**config.mk**
```make
export PLATFORM = sky130hd
export DESIGN_NAME = json_string_unescape_utf8
export DESIGN_NICKNAME = d
export VERILOG_FILES = /design/src/design/jsu_pkg.sv /design/src/design/jsu_queue.sv /design/src/design/jsu_front.sv /design/src/design/jsu_back.sv /design/src/design/json_string_unescape_utf8.sv
export SDC_FILE = /design/constraint.sdc
export NUM_CORES = 1
export LEC_CHECK = 0
export ABC_CLOCK_PERIOD_IN_PS = 11230
export BUFFER_PORTS_ARGS = -buffer_cell sky130_fd_sc_hd__buf_2
export CORE_MARGIN = 1
export CORE_UTILIZATION = 42
export DETAILED_ROUTE_END_ITERATION = 16
export GPL_TIMING_DRIVEN = 0
export HOLD_SLACK_MARGIN = 0.06
export PLACE_DENSITY = 0.59
export SLEW_MARGIN = 20
export SYNTH_ARGS = -nofsm -noshare
export SYNTH_HDL_FRONTEND = slang
export SYNTH_SLANG_ARGS = --single-unit
```
**constraint.sdc**
```tcl
create_clock -name aclk -period 11.23 [get_ports aclk]
set_input_delay 1.123 -clock aclk [delete_from_list [all_inputs] [get_ports aclk]]
set_output_delay 1.123 -clock aclk [all_outputs]
set_load 0.1 [all_outputs]
```
**src/design/jsu_pkg.sv**
```systemverilog
package jsu_pkg;

    typedef enum logic [2:0] {
        MODE_NORMAL = 3'd0,
        MODE_ESC    = 3'd1,
        MODE_HEX0   = 3'd2,
        MODE_HEX1   = 3'd3,
        MODE_HEX2   = 3'd4,
        MODE_HEX3   = 3'd5,
        MODE_HALT   = 3'd6
    } mode_t;

    typedef logic [2:0] status_t;

    localparam status_t ST_OK     = 3'd0;
    localparam status_t ST_TRAIL  = 3'd1;
    localparam status_t ST_BADHEX = 3'd2;
    localparam status_t ST_TRUNC  = 3'd3;
    localparam status_t ST_OVF    = 3'd4;

    localparam int CAP_W = 17;
    localparam logic [CAP_W-1:0] CAP_RESET = 17'h10000;

    // One queued request: up to three result bytes from a single input byte
    typedef struct packed {
        logic [2:0][7:0] bytes;
        logic [1:0]      cnt;     // results in this request, 1..3
        logic            bval;    // 0 for a bare end marker
        logic            done;
        status_t         status;
    } job_t;

    // {valid, value}
    function automatic logic [4:0] hex_value(input logic [7:0] c);
        logic [4:0] r;
        r = 5'd0;
        if (c inside {[8'h30:8'h39]}) begin
            r = {1'b1, c[3:0]};
        end else if (c inside {[8'h41:8'h46], [8'h61:8'h66]}) begin
            r = {1'b1, c[3:0] + 4'd9};
        end
        return r;
    endfunction

endpackage

```
**src/design/jsu_queue.sv**
```systemverilog
module jsu_queue
    import jsu_pkg::*;
#(
    parameter int DEPTH = 2
) (
    input  logic aclk,
    input  logic aresetn,
    input  logic push,
    input  job_t push_job,
    input  logic pop,
    output job_t head,
    output logic empty,
    output logic full
);

    localparam int PTR_W = (DEPTH > 1) ? $clog2(DEPTH) : 1;
    localparam int CNT_W = $clog2(DEPTH + 1);
    localparam logic [PTR_W-1:0] LAST_PTR = PTR_W'(DEPTH - 1);
    localparam logic [CNT_W-1:0] FULL_CNT = CNT_W'(DEPTH);

    job_t             slot_reg [DEPTH];
    logic [PTR_W-1:0] wr_ptr_reg, wr_ptr_next;
    logic [PTR_W-1:0] rd_ptr_reg, rd_ptr_next;
    logic [CNT_W-1:0] count_reg, count_next;

    assign empty = (count_reg == '0);
    assign full  = (count_reg == FULL_CNT);
    assign head  = slot_reg[rd_ptr_reg];

    always_comb begin
        wr_ptr_next = wr_ptr_reg;
        rd_ptr_next = rd_ptr_reg;
        count_next  = count_reg;
        if (push) begin
            wr_ptr_next = (wr_ptr_reg == LAST_PTR) ? '0 : wr_ptr_reg + PTR_W'(1);
        end
        if (pop) begin
            rd_ptr_next = (rd_ptr_reg == LAST_PTR) ? '0 : rd_ptr_reg + PTR_W'(1);
        end
        if (push && !pop) begin
            count_next = count_reg + CNT_W'(1);
        end else if (pop && !push) begin
            count_next = count_reg - CNT_W'(1);
        end
    end

    always_ff @(posedge aclk) begin
        if (!aresetn) begin
            wr_ptr_reg <= '0;
            rd_ptr_reg <= '0;
            count_reg  <= '0;
        end else begin
            wr_ptr_reg <= wr_ptr_next;
            rd_ptr_reg <= rd_ptr_next;
            count_reg  <= count_next;
        end
    end

    always_ff @(posedge aclk) begin
        if (push) begin
            slot_reg[wr_ptr_reg] <= push_job;
        end
    end

endmodule

```
**src/design/jsu_front.sv**
```systemverilog
module jsu_front
    import jsu_pkg::*;
(
    input  logic             aclk,
    input  logic             aresetn,
    input  logic             s_tvalid,
    output logic             s_tready,
    input  logic [7:0]       s_tdata,
    input  logic             s_tlast,
    input  logic             cfg_valid,
    input  logic [CAP_W-1:0] cfg_data,
    input  logic             q_full,
    output logic             push,
    output job_t             push_job
);

    localparam logic [7:0] CH_BSLASH = 8'h5C;
    localparam logic [7:0] CH_QUOTE  = 8'h22;
    localparam logic [7:0] CH_R      = 8'h72;
    localparam logic [7:0] CH_N      = 8'h6E;
    localparam logic [7:0] CH_B      = 8'h62;
    localparam logic [7:0] CH_T      = 8'h74;
    localparam logic [7:0] CH_F      = 8'h66;
    localparam logic [7:0] CH_U      = 8'h75;
    localparam logic [7:0] CR        = 8'h0D;
    localparam logic [7:0] LF        = 8'h0A;
    localparam logic [7:0] BS        = 8'h08;
    localparam logic [7:0] TAB       = 8'h09;
    localparam logic [7:0] FF        = 8'h0C;
    localparam logic [7:0] CONT_MARK = 8'h80;
    localparam logic [7:0] LEAD2     = 8'hC0;
    localparam logic [7:0] LEAD3     = 8'hE0;
    localparam logic [15:0] TWO_BYTE_LIMIT = 16'h0800;

    mode_t            mode_reg, mode_next;
    logic [11:0]      hex_reg, hex_next;
    logic [CAP_W-1:0] count_reg, count_next;
    status_t          err_reg, err_next;
    logic [CAP_W-1:0] cap_reg;

    logic             accept;
    logic [4:0]       hv;
    logic [15:0]      code;
    logic [1:0]       nreq, kept;
    logic [2:0][7:0]  b;
    status_t          new_err;
    logic [CAP_W-1:0] room;

    assign s_tready = !q_full;
    assign accept   = s_tvalid && s_tready;
    assign hv       = hex_value(s_tdata);
    assign code     = {hex_reg, hv[3:0]};
    assign room     = cap_reg - count_reg;

    always_comb begin
        mode_next = mode_reg;
        hex_next  = hex_reg;
        nreq      = 2'd0;
        b         = '0;
        new_err   = ST_OK;
        case (mode_reg)
            MODE_NORMAL: begin
                if (s_tdata == 8'h00) begin
                    mode_next = MODE_HALT;
                end else if (s_tdata == CH_BSLASH) begin
                    mode_next = MODE_ESC;
                    if (s_tlast) new_err = ST_TRAIL;
                end else begin
                    nreq = 2'd1;
                    b[0] = s_tdata;
                end
            end
            MODE_ESC: begin
                mode_next = MODE_NORMAL;
                nreq      = 2'd1;
                case (s_tdata)
                    CH_QUOTE: begin
                        nreq = 2'd2;
                        b[0] = CH_BSLASH;
                        b[1] = CH_QUOTE;
                    end
                    CH_R: b[0] = CR;
                    CH_N: b[0] = LF;
                    CH_B: b[0] = BS;
                    CH_T: b[0] = TAB;
                    CH_F: b[0] = FF;
                    CH_U: begin
                        nreq      = 2'd0;
                        mode_next = MODE_HEX0;
                        hex_next  = '0;
                        if (s_tlast) new_err = ST_TRUNC;
                    end
                    default: b[0] = s_tdata;
                endcase
            end
            MODE_HEX0, MODE_HEX1, MODE_HEX2: begin
                if (!hv[4]) begin
                    new_err   = ST_BADHEX;
                    mode_next = MODE_HALT;
                end else begin
                    hex_next  = {hex_reg[7:0], hv[3:0]};
                    mode_next = mode_t'(mode_reg + 3'd1);
                    if (s_tlast) new_err = ST_TRUNC;
                end
            end
            MODE_HEX3: begin
                if (!hv[4]) begin
                    new_err   = ST_BADHEX;
                    mode_next = MODE_HALT;
                end else begin
                    hex_next  = '0;
                    mode_next = MODE_NORMAL;
                    if (code < 16'(CONT_MARK)) begin
                        nreq = 2'd1;
                        b[0] = code[7:0];
                    end else if (code < TWO_BYTE_LIMIT) begin
                        nreq = 2'd2;
                        b[0] = LEAD2 | {3'b000, code[10:6]};
                        b[1] = CONT_MARK | {2'b00, code[5:0]};
                    end else begin
                        nreq = 2'd3;
                        b[0] = LEAD3 | {4'b0000, code[15:12]};
                        b[1] = CONT_MARK | {2'b00, code[11:6]};
                        b[2] = CONT_MARK | {2'b00, code[5:0]};
                    end
                end
            end
            default: ;  // halted until end of string
        endcase
    end

    // bytes beyond the capacity are dropped from the tail of the request
    always_comb begin
        if (count_reg >= cap_reg) begin
            kept = 2'd0;
        end else if (room >= CAP_W'(nreq)) begin
            kept = nreq;
        end else begin
            kept = room[1:0];
        end
        if (err_reg != ST_OK) begin
            err_next = err_reg;
        end else if (kept != nreq) begin
            err_next = ST_OVF;
        end else begin
            err_next = new_err;
        end
        count_next = count_reg + CAP_W'(kept);
    end

    always_comb begin
        push            = accept && ((kept != 2'd0) || s_tlast);
        push_job.bytes  = (kept == 2'd0) ? '0 : b;
        push_job.cnt    = (kept == 2'd0) ? 2'd1 : kept;
        push_job.bval   = (kept != 2'd0);
        push_job.done   = s_tlast;
        push_job.status = err_next;
    end

    always_ff @(posedge aclk) begin
        if (!aresetn) begin
            mode_reg  <= MODE_NORMAL;
            hex_reg   <= '0;
            count_reg <= '0;
            err_reg   <= ST_OK;
        end else if (accept) begin
            if (s_tlast) begin
                mode_reg  <= MODE_NORMAL;
                hex_reg   <= '0;
                count_reg <= '0;
                err_reg   <= ST_OK;
            end else begin
                mode_reg  <= mode_next;
                hex_reg   <= hex_next;
                count_reg <= count_next;
                err_reg   <= err_next;
            end
        end
    end

    always_ff @(posedge aclk) begin
        if (!aresetn) begin
            cap_reg <= CAP_RESET;
        end else if (cfg_valid) begin
            cap_reg <= cfg_data;
        end
    end

endmodule

```
**src/design/jsu_back.sv**
```systemverilog
module jsu_back
    import jsu_pkg::*;
(
    input  logic        aclk,
    input  logic        aresetn,
    input  job_t        head,
    input  logic        q_empty,
    output logic        pop,
    output logic        m_tvalid,
    input  logic        m_tready,
    output logic [15:0] m_tdata,
    output logic        m_tlast,
    output logic        m_tuser
);

    logic [1:0] idx_reg, idx_next;
    logic       m_tvalid_reg, m_tvalid_next;
    logic [7:0] byte_reg;
    status_t    status_reg;
    logic       last_reg;
    logic       bval_reg;
    logic       load;
    logic       final_part;

    assign load       = !q_empty && (!m_tvalid_reg || m_tready);
    assign final_part = (idx_reg == head.cnt - 2'd1);
    assign pop        = load && final_part;

    always_comb begin
        idx_next      = idx_reg;
        m_tvalid_next = m_tvalid_reg;
        if (load) begin
            idx_next      = final_part ? 2'd0 : idx_reg + 2'd1;
            m_tvalid_next = 1'b1;
        end else if (m_tready) begin
            m_tvalid_next = 1'b0;
        end
    end

    always_ff @(posedge aclk) begin
        if (!aresetn) begin
            idx_reg      <= 2'd0;
            m_tvalid_reg <= 1'b0;
        end else begin
            idx_reg      <= idx_next;
            m_tvalid_reg <= m_tvalid_next;
        end
    end

    always_ff @(posedge aclk) begin
        if (load) begin
            byte_reg   <= head.bytes[idx_reg];
            status_reg <= head.status;
            last_reg   <= head.done && final_part;
            bval_reg   <= head.bval;
        end
    end

    assign m_tvalid = m_tvalid_reg;
    assign m_tdata  = {5'b00000, status_reg, byte_reg};
    assign m_tlast  = last_reg;
    assign m_tuser  = bval_reg;

endmodule

```
**src/design/json_string_unescape_utf8.sv**
```systemverilog
// JSON string unescaper with UTF-8 output. Source bytes of one string arrive on s_ with
// tlast on the final byte; decoded bytes leave on m_, status in tdata[10:8] and tuser low
// for a bare end marker. A front stage decodes one byte per cycle while the queue has room
// and queues up to three result bytes as one request; a back stage sends one result per
// cycle, unless m_tready holds it, from the queue of QUEUE_DEPTH requests into an output
// register. An item is taken every cycle while the queue has room, so the sustained rate is
// one item per cycle when each item gives at most one result and m_tready stays high; an item
// giving more than one result (a \u escape can give three) makes the output port the limit.
// cfg_data sets the per-string byte capacity and is always ready.
module json_string_unescape_utf8
    import jsu_pkg::*;
#(
    parameter int QUEUE_DEPTH = 2
) (
    input  logic             aclk,
    input  logic             aresetn,
    input  logic             s_tvalid,
    output logic             s_tready,
    input  logic [7:0]       s_tdata,   // [7:0] in_byte
    input  logic             s_tlast,
    output logic             m_tvalid,
    input  logic             m_tready,
    output logic [15:0]      m_tdata,   // [7:0] out_byte, [10:8] status, rest zero
    output logic             m_tlast,
    output logic             m_tuser,   // [0] byte_valid
    input  logic             cfg_valid,
    output logic             cfg_ready,
    input  logic [CAP_W-1:0] cfg_data
);

    logic push, pop, q_empty, q_full;
    job_t push_job, head;

    assign cfg_ready = 1'b1;

    jsu_front u_front (
        .aclk      (aclk),
        .aresetn   (aresetn),
        .s_tvalid  (s_tvalid),
        .s_tready  (s_tready),
        .s_tdata   (s_tdata),
        .s_tlast   (s_tlast),
        .cfg_valid (cfg_valid),
        .cfg_data  (cfg_data),
        .q_full    (q_full),
        .push      (push),
        .push_job  (push_job)
    );

    jsu_queue #(
        .DEPTH (QUEUE_DEPTH)
    ) u_queue (
        .aclk     (aclk),
        .aresetn  (aresetn),
        .push     (push),
        .push_job (push_job),
        .pop      (pop),
        .head     (head),
        .empty    (q_empty),
        .full     (q_full)
    );

    jsu_back u_back (
        .aclk     (aclk),
        .aresetn  (aresetn),
        .head     (head),
        .q_empty  (q_empty),
        .pop      (pop),
        .m_tvalid (m_tvalid),
        .m_tready (m_tready),
        .m_tdata  (m_tdata),
        .m_tlast  (m_tlast),
        .m_tuser  (m_tuser)
    );

endmodule

```
==> metrics.md <==
| Metric | Value |
|---|---|
| EDFF count, synth | just over 70 |
| Count of pins over their slew limit | 0 |
| Endpoint type of the worst setup path | flip-flop |
| RD Place Congestion | about 0.90 |
| Finished Cell Area | around 0.0085 mm² |
| Crit Path Category | primary input to flip-flop |
| Avg Cell Area, Syn | about 9.9 µm² |
| Share of total power in sequential cells | 36.3% |
| Top post-synthesis cells by count | 71 x edfxtp_1, 62 x nand2_1, 60 x dfxtp_1 |
| Max-cap violations | 0 |
| Number of H-tree levels | 4 |
| Ports | 52 |
| Cell Pwr Density | 200 mW/mm² |
| Placed Cells | just over 1000 |
| TritonRoute pass-1 iters | 5 |
| Int Pwr | 0.00110 W |
| Tcrit/Tclk final | 60.1% |
| DP HPWL | 13100 µm |
| Clk_lat worst skew | roughly 420 ps |
| Min cycle time layout | around 6700 ps |
| Die H | 134 µm |
| Clock transition at the registers of the reported paths | about 60 ps |
| Setup_tns | 0 ps |
| RSZ-0062 raised after global routing | no |
| Clock share of power | ~33% |
| Postcts setup bufs | 0 |
| Reg2Reg Setup Slack | between 5000 and 6000 ps |
| GRT Total Usage | 20.2% |
| First-pass GRT wire length | roughly 28000 µm |
| Nets | 869 |
| LEAKAGE | roughly 3.2 nW |
| Critical Path Start | s_tdata[1] |
| Dpl cell area | between 0.007 and 0.008 mm² |
| CTS Root Cell | clkbuf_16 |
| Combinational share of power | a little under a third |
| Hold Buf Count CTS | 0 |
| Psw | just over 0.0006 W |
| Sw Share | approximately 35% |
| Reg-to-reg startpoint | u_front.hex_reg[8]$_SDFFE_PN0P_ |
| Layout area overhead | 15.9% |
| Starting Density | about 44% |
| Netlist Area Pre-Place | approximately 0.0073 mm² |
| Top cells by area, synth | edfxtp_1 29%, dfxtp_1 16%, ha_1 5.3% |
| Distinct cell type count after synthesis | between 70 and 80 |
| Clock Skew | about 9.2 ps |
| Most frequent cell after synthesis | edfxtp_1 |
| Die span in x | around 130 µm |
| Max reg flops | 58 |
| Slew Limit Headroom | a little over a third |
| DIE AREA | about 0.018 mm² |
| Number of global-route vias before repair | about 5500 |
| Hold Startpoint | u_front.hex_reg[9]$_SDFFE_PN0P_ |
| Arr. time, crit path | just over 7000 ps |
| Drt wl/cell | 16.6 µm |
| Async S/R FF share, synth | 0% |
| DRT Wirelength | roughly 17000 µm |
| Antenna-violating nets left | 0 |
| GRT Residual Overflow | 0 |
| Antenna Cells | 0 |
| Synth warnings | 0 |
| CTS resizes | 0 |
| Post-Syn Instances | between 700 and 800 |
| TritonCTS clock tree | yes |
| Largest net degree at the start of global routing | 21 |
| Top FF cell, synth | edfxtp_1 |
| Final cell count without fillers | 1038 |
| Sequential element share of the synthesized area | 45.5% |
| Worst vdd ir | ~170 µV |
| Initial antenna violation count | 0 |
| Post-synth top area share | slightly below 30% |
| Critical Path Start Type | primary input |
| Largest area contributor in the synthesized netlist | edfxtp_1 |
| Rows | 47 |
| Detailed-route via count | 5752 |
| IO Port Bufs | 41 |
| Final Hold Fails | 0 |
| Worst-Margin Slew | ~980 ps |
| Initial DRC count | between 300 and 400 |
| Clock Sinks | about 130 |
| Avg Vias per Cell | 5.54 |
| Worst path required time | 11530 ps |
| Yosys reg bits | around 130 |
| DR DRC count | 0 |
| Max frequency | about 0.15 GHz |
| Core area | ~0.017 mm² |
| CTS buffer count | 17 |
| Final setup violation count | 0 |
| Run status | finished, final reports clean |
| Crit path max fanout | 9 |
| Max clock buf depth | 2 |
| Share of cells above drive strength 1 | between 10% and 20% |
| Hold Crit Class | flip-flop to flip-flop |
## cells in the final DEF (no fill, tap or decap), drive strengths merged, types with 7 or more instances in the layout
master / count
and2: 9
a21o: 10
inv: 42
a22oi: 7
and3: 10
o22ai: 9
mux2i: 30
nand4: 8
nor2: 57
a21oi: 32
a21boi: 17
mux4: 7
xnor2: 20
a211oi: 7
buf: 56
nor3: 15
dfxtp: 60
a31oi: 7
edfxtp: 71
nand3: 27
ha: 31
o21ai: 33
nand2b: 9
nand2: 63
clkbuf: 45
nor2b: 33
## logic make-up after synthesis
| group | Yosys count | share of synthesized area (%) |
|---|---|---|
| AND/OR/NAND/NOR | 262 | 18.3 |
| adder cells (fa/ha/maj) | 33 | 5.84 |
| XOR/XNOR | 25 | 2.99 |
| multiplexers | 43 | 7.34 |
| AO/OA/AOI/OAI | 163 | 15.3 |
| buffers and inverters | 80 | 4.66 |
| flip-flops | 131 | 45.5 |
| other | 2 | 0.103 |
## area by class of cell
| cell class | count | area (µm²) |
|---|---|---|
| Tap cell | 220 | 275 |
| Sequential cell | 131 | 3330 |
| Fill cell | 1591 | 8330 |
| Multi-Input combinational cell | 532 | 3690 |
| Clock buffer | 19 | 433 |
| Inverter | 41 | 154 |
| Timing Repair Buffer | 43 | 260 |
| Clock inverter | 13 | 160 |
| Buffer | 39 | 188 |
## through the flow
stage | util, % | total power (W) | worst slack (ps) | hold WS (ps)
floorplan | - | 0.00105 | 4790 | 449
finish | 50.5 | 0.00170 | 4490 | 483
detailed placement | 47.0 | 0.00116 | 4080 | 479
global placement | 46.5 | 0.00114 | 3090 | 467
CTS | 50.5 | 0.00172 | 4500 | 486
global route | 50.5 | 0.00178 | 3930 | 510
## power by group through the flow
stage / clock network, W / logic (W) / registers [W]
after floorplan: 0 / 0.000262 / 0.000788
after global placement: 0 / 0.000510 / 0.000628
after detailed placement: 0 / 0.000531 / 0.000629
after CTS: 0.000567 / 0.000533 / 0.000619
after global routing: 0.000585 / 0.000567 / 0.000625
final: 0.000555 / 0.000528 / 0.000618
## per-layer routing
metal | up-vias | global-route usage (%) | routed length, µm
met5 | - | 0 | 0
met1 | 2742 | 28.1 | 8390
met2 | 166 | 31.3 | 7890
li1 | 2830 | - | -
met3 | 14 | 3.70 | 824
met4 | 0 | 7.43 | 174
## final timing paths
| path | to | cells after the start |
|---|---|---|
| min reg2reg | u_front.hex_reg[9]$_SDFFE_PN0P_ | 2 |
| min | u_front.hex_reg[9]$_SDFFE_PN0P_ | 2 |
| max reg2reg | u_front.count_reg[16]$_SDFFE_PN0P_ | 22 |
| max | u_front.count_reg[16]$_SDFFE_PN0P_ | 25 |
## worst max-delay path: stages
cell and delay, ps:
buf_2 150, inv_1 90, ha_1 200, o21bai_1 100, a2111oi_1 900, o21bai_2 370
a311o_1 340, ha_1 260, nand2b_1 140, a211oi_1 310, o2111ai_1 180, a211oi_1 270
o2111ai_1 210, nor4b_4 560, nor2_1 100, a21oi_1 190, nor2b_1 170, ha_1 210
fa_1 200, and3_1 150, clkbuf_1 250, nor2b_1 240, nand3_1 110, xnor2_1 160
nor2_1 50
No activity file was read; power rests on OpenSTA's default activity.
